## config.mk

```make
export PLATFORM = sky130hd
export DESIGN_NAME = ihu_ram
export DESIGN_NICKNAME = d
export VERILOG_FILES = /design/src/hw/rtl/ihu_ram.sv
export SDC_FILE = /design/constraint.sdc
export NUM_CORES = 1
export LEC_CHECK = 0
export ABC_AREA = 1
export ABC_CLOCK_PERIOD_IN_PS = 2400
export BUFFER_PORTS_ARGS = -buffer_cell sky130_fd_sc_hd__buf_4
export CAP_MARGIN = 20
export CORE_MARGIN = 2
export CORE_UTILIZATION = 55
export CTS_CLUSTER_SIZE = 8
export DETAILED_ROUTE_END_ITERATION = 8
export PLACE_DENSITY = 0.73
export SETUP_SLACK_MARGIN = 0.05
export SLEW_MARGIN = 10
export SYNTH_ARGS = -nofsm -noshare
export SYNTH_HDL_FRONTEND = slang
export SYNTH_SLANG_ARGS = --single-unit
export TNS_END_PERCENT = 50
```

## constraint.sdc

```tcl
create_clock -name clk_i -period 2.4 [get_ports clk_i]
set_clock_uncertainty 0.15 [all_clocks]
set_input_delay 0.36 -clock clk_i [delete_from_list [all_inputs] [get_ports clk_i]]
set_output_delay 0.36 -clock clk_i [all_outputs]
set_load 0.01 [all_outputs]
```

## src/hw/rtl/ihu_ram.sv

```systemverilog
// Generic single-port-write, single-port-read RAM with registered read.
module ihu_ram #(
  parameter int unsigned Width = 8,
  parameter int unsigned Depth = 16
) (
  input  logic                     clk_i,
  input  logic                     we_i,
  input  logic [$clog2(Depth)-1:0] waddr_i,
  input  logic [Width-1:0]         wdata_i,
  input  logic [$clog2(Depth)-1:0] raddr_i,
  output logic [Width-1:0]         rdata_o
);
  logic [Width-1:0] mem [Depth];
  logic [Width-1:0] rdata_q;

  always_ff @(posedge clk_i) begin
    if (we_i) begin
      mem[waddr_i] <= wdata_i;
    end
    rdata_q <= mem[raddr_i];
  end

  assign rdata_o = rdata_q;
endmodule

```

==> flow_metrics.tcl, run 1 <==
set metrics [dict create \
    status "completed" \
    holdPathEnd "mem[7][3]$_DFFE_PP_" \
    syn_area_mm2 0.005767 \
    drt_first_pass_iters 6 \
    num-fill-cells 787 \
    min_period_over_period_pct 64.12 \
    whs_path_depth 1 \
    final-setup-viol-count 0 \
    crit_family "flip-flops" \
    setup-tns-final_ps 0 \
    r2r_slack_ps 1130 \
    rows 37 \
    cts_root_buf "clkbuf_8" \
    worst_r2r_endpoint "rdata_o[7]$_DFF_P_" \
    drive_gt1_share_pct 12.04 \
    cts.sinks 136 \
    coreArea_mm2 0.01023 \
    holdCritPathClass "in -> reg" \
    criticalPathCategory "reg -> out" \
    synth_cell_types 12 \
    peakVddDrop_mv 0.5106 \
    wl_per_cell_um 17.86 \
    crit_arrival_ps 1030 \
    drv_cap 0 \
    path_clk_slew_ps 60 \
    yosysWarnings 0 \
    die_area_mm2 0.01132 \
    startpoint "rdata_o[6]$_DFF_P_" \
    slew_headroom_pct 39.89 \
    cts_buffers 17 \
    die_y_um 106.4 \
    end_kind "output pin" \
    hold_viol_final 0 \
    htreeDepth 4 \
    finalPower_mw 5.761 \
    cts_setup_buffers 0 \
    port_buffers 25 \
    hpwl_mm 8.112 \
    setup_ws_ps 861.2 \
    ys_seq_area_share_pct 69.43 \
    cts_buffer_depth 2 \
    powerDensity_mw_per_mm2 857.8 \
    syn_avg_cell_area_um2 10.47 \
    tritoncts "built" \
    ff2ff_path_depth 6 \
    postCtsResizedCells 0 \
    worstHoldStart "wdata_i[3]" \
    final_net_count 603 \
    post-place-ws_ps 455.5 \
    fmax_mhz 649.8 \
    avgViaCountPerCell 5.392 \
    grt_max_degree 57 \
    vias 3958 \
    crit_path_start_kind "flop" \
    grt-ovfl-total 0 \
    final_cell_mix "173 x nand2_1, 128 x edfxtp_1, 100 x inv_1, 97 x nand3_1, 37 x buf_4" \
    final_common_cell "nand2_1" \
    syn_to_final_growth_pct 16.47 \
    ys_ff_latch 136 \
    synth_nets 569 \
    path_depth 1 \
    syn-instance-count 551 \
    drc 0 \
    antenna_found_initial 0 \
    crit_buf_inv 1 \
    final_antenna_net_count 0 \
    post-route-util_pct 65.65 \
    crit_path_max_incr_delay_ps 370 \
    cp_max_fo 1 \
    cellLeakagePower_nw 2.915 \
    path_cells "buf_4" \
    diodes 0 \
    cts_hold_buf 1 \
    rsz0062_at_grt "no" \
    initial_core_util_pct 56.37 \
    pin_count 26 \
    worst_slew_pin_slew_ps 898.4 \
    die_x_um 106.4 \
    rr_startpoint "mem[1][7]$_DFFE_PP_" \
    worst_skew_pair.late_latency_ps 520 \
    cp_slowest_cell "dfxtp_1" \
    required_ps 1890 \
    grt.total_usage_pct 24.53 \
    drv_slew 0 \
    grt_pass1_vias 3761 \
    wl_mm 13.11 \
    drt-initial-drc-count 327 \
    gp_congestion 0.8949 \
    fin_crit_ps 1539 \
    grt_pass1_wl_mm 20.27 \
]
[worst max-delay path by stage]
stage                      endpoint  slack [ps]
4_1_cts                  rdata_o[6]         840
2_1_floorplan  mem[10][0]$_DFFE_PP_         940
3_3_place_gp   mem[14][2]$_DFFE_PP_         450
3_5_place_dp   mem[14][5]$_DFFE_PP_         460
5_1_grt                  rdata_o[6]         830
6_report                 rdata_o[6]         860
[sequential cells by signal, indices dropped and copies added, names as in the netlist]
register  count
mem         128
rdata_o       8
[cells in the mapped netlist]
cell type / instances / area, um2
inv_1: 100 / 375.4
buf_1: 1 / 3.750
edfxtp_1: 128 / 3844
buf_2: 13 / 65.06
inv_2: 2 / 7.510
nand2_1: 173 / 649.4
buf_6: 6 / 67.56
buf_4: 4 / 30.03
nand3_1: 97 / 485.5
nor2_1: 17 / 63.81
nand3b_1: 2 / 15.01
dfxtp_1: 8 / 160.2
[final cells by class]
| type | instances | area, um2 | share of cell area, % |
|---|---|---|---|
| sequential | 136 | 4004 | 59.61 |
| multi-input combinational | 289 | 1214 | 18.07 |
| clock buffer | 21 | 469.2 | 6.986 |
| inverter | 102 | 382.9 | 5.700 |
| timing repair buffer | 39 | 307.8 | 4.583 |
| tap | 136 | 170.2 | 2.534 |
| clock inverter | 11 | 168.9 | 2.515 |
[logic make-up (layout without fill, tap and decap cells)]
group	Yosys count	in the layout	synth area share [%]
and+or+nand+nor	289	289	21.05
DFF	136	136	69.43
buffers and inverters	126	173	9.525
[routing by layer]
layer | GRT usage, % | wire [um]
met1 | 32.53 | 5362
met2 | 40.57 | 6584
met3 | 4.414 | 1007
met4 | 9.305 | 157
met5 | 0 | 0
[per-stage QoR]
step                cells  cell area [um2]  hold slack [ps]
finish                734             6716            37.03
global route          734             6716            41.28
CTS                   734             6716            21.70
detailed placement    701             6068            522.5
global placement      701             6068            509.4
floorplan             551             5767            308.9
[power breakdown]
part | switching, mW | internal (mW)
Combinational | 0.235 | 0.108
Clock | 0.947 | 1.80
Sequential | 0.0200 | 2.66
Total | 1.20 | 4.56
Power figures use the tool's default switching activity.
==> run 2, diff against run 1 <==
- ABC_CLOCK_PERIOD_IN_PS: 2400 -> 1400
- PLACE_DENSITY: 0.73 -> 0.76
- clock period: 2.4 -> 1.4 ns (I/O delays scaled with it)
==> run 2 against run 1 <==
Net effect:
- worst setup slack lost 810 ps
- cell area rose by 3.2%
- non-clock buffer count increased by 25
- combinational power grew 87%
- sequential power increased by 71%
- die area is the same
- flip-flop and latch count is the same
- critical path type unchanged
- critical endpoint is now rdata_o[0]
==> flow_metrics.tcl, run 2 (synthesized netlist as in run 1, its figures left out) <==
set metrics [dict create \
    status "completed" \
    drive_gt1_share_pct 14.13 \
    avgViaCountPerCell 5.273 \
    cts_buffers 17 \
    drv_cap 0 \
    final_antenna_net_count 0 \
    fmax_mhz 743.5 \
    hpwl_mm 8.023 \
    crit_path_max_incr_delay_ps 350 \
    grt-ovfl-total 0 \
    min_period_over_period_pct 96.08 \
    end_kind "output pin" \
    htreeDepth 4 \
    rsz0062_at_grt "yes" \
    largest_register_ff_count 128 \
    holdCritPathClass "in -> reg" \
    slew_headroom_pct 79.40 \
    wl_mm 12.66 \
    crit_buf_inv 1 \
    post-route-util_pct 67.78 \
    cp_max_fo 1 \
    grt_max_degree 33 \
    required_ps 1040 \
    cts_root_buf "clkbuf_8" \
    crit_path_start_kind "flop" \
    criticalPathCategory "reg -> out" \
    final_net_count 628 \
    clock_power_share_pct 46.5 \
    antenna_found_initial 0 \
    drt-initial-drc-count 334 \
    cts.sinks 136 \
    rows 37 \
    p_sw_mw 2.051 \
    die_area_mm2 0.01132 \
    powerDensity_mw_per_mm2 1410 \
    port_buffers 25 \
    vias 4002 \
    grt.total_usage_pct 24.10 \
    grt_pass1_wl_mm 19.76 \
    final_cell_mix "173 x nand2_1, 128 x edfxtp_1, 100 x inv_1, 97 x nand3_1, 49 x buf_4" \
    final_common_cell "nand2_1" \
    gp_congestion 0.8772 \
    power_frac_seq_pct 46.9 \
    diodes 0 \
    fin_crit_ps 1345 \
    crit_family "flip-flops" \
    drv_slew 0 \
    drc 0 \
    switching_share_pct 20.98 \
    cp_slowest_cell "dfxtp_2" \
    cts_setup_buffers 0 \
    worst_skew_pair.late_latency_ps 530 \
    path_clk_slew_ps 60 \
    pin_count 26 \
    grt_pass1_vias 3901 \
    drt_first_pass_iters 8 \
    cts_buffer_depth 2 \
    worst_slew_pin_slew_ps 309.0 \
    peakVddDrop_mv 1.009 \
    final-setup-viol-count 0 \
    top_register "mem" \
    crit_arrival_ps 990 \
    cellLeakagePower_nw 3.046 \
    pwr-share-comb_pct 6.6 \
    path_cells "buf_6" \
    syn_to_final_growth_pct 20.24 \
    wl_per_cell_um 16.68 \
    die_y_um 106.4 \
    initial_core_util_pct 56.37 \
    die_x_um 106.4 \
    tritoncts "built" \
    finalPower_mw 9.775 \
    num-fill-cells 720 \
    timing.hold.ws_ps 122.2 \
    coreArea_mm2 0.01023 \
    hold_viol_final 0 \
    p_int_mw 7.724 \
    setup-tns-final_ps 0 \
]
-- run 2: area by class of cell --
class | count | area (um2) | share of cell area, %
clock buffers | 20 | 435.4 | 6.279
well taps | 136 | 170.2 | 2.454
multi-input cells | 289 | 1214 | 17.50
inverters | 102 | 382.9 | 5.521
clock inverters | 12 | 175.2 | 2.526
flip-flops and latches | 136 | 4006 | 57.78
repair buffers | 64 | 550.5 | 7.939
-- run 2: per-layer routing --
metal / GRT usage, % / vias up / part of all wire (%)
li1: - / 1891 / -
met1: 30.93 / 1884 / 39
met2: 38.55 / 189 / 49
met3: 6.376 / 38 / 8.4
met4: 11.09 / 0 / 3.1
met5: 0 / - / 0
-- run 2: worst min-delay path: stages --
cell and delay [ps]:
buf_4 110, inv_2 50, buf_12 150, nand2_1 70, nand3_1 60, nand3_1 70
nand2_1 40
-- run 2: worst paths after layout --
path,start,end,slack [ps],cells past startpoint
hold reg to reg,mem[2][0]$_DFFE_PP_,rdata_o[0]$_DFF_P_,500,6
setup / recovery,rdata_o[0]$_DFF_P_,rdata_o[0],50,1
setup reg to reg,mem[1][3]$_DFFE_PP_,rdata_o[3]$_DFF_P_,220,6
hold / removal,raddr_i[1],rdata_o[5]$_DFF_P_,120,7
-- run 2: metrics by stage --
step,area (um2),std cells,setup WS (ps)
after floorplan,5767,551,89.16
after global placement,6213,717,42.25
after detailed placement,6213,717,5.837
after CTS,6930,759,40.73
after global routing,6934,759,39.43
final,6934,759,54.95
-- run 2: power by group through the flow --
| stage | clock, mW | sequential, mW | combinational (mW) |
|---|---|---|---|
| finish | 4.55 | 4.58 | 0.642 |
| CTS | 4.58 | 4.58 | 0.635 |
| floorplan | 0 | 4.67 | 0.321 |
| global placement | 0 | 4.66 | 0.598 |
| detailed placement | 0 | 4.67 | 0.606 |
| global route | 4.76 | 4.59 | 0.701 |
-- run 2: repair_timing --
| item | CTS | global route |
|---|---|---|
| hold buffers | 10 | 0 |
| resized for setup | 3 | 1 |
| endpoints found under the setup margin | 2 | 4 |
| endpoints found under the hold margin | 136 | 0 |
| pin swaps | 0 | 0 |
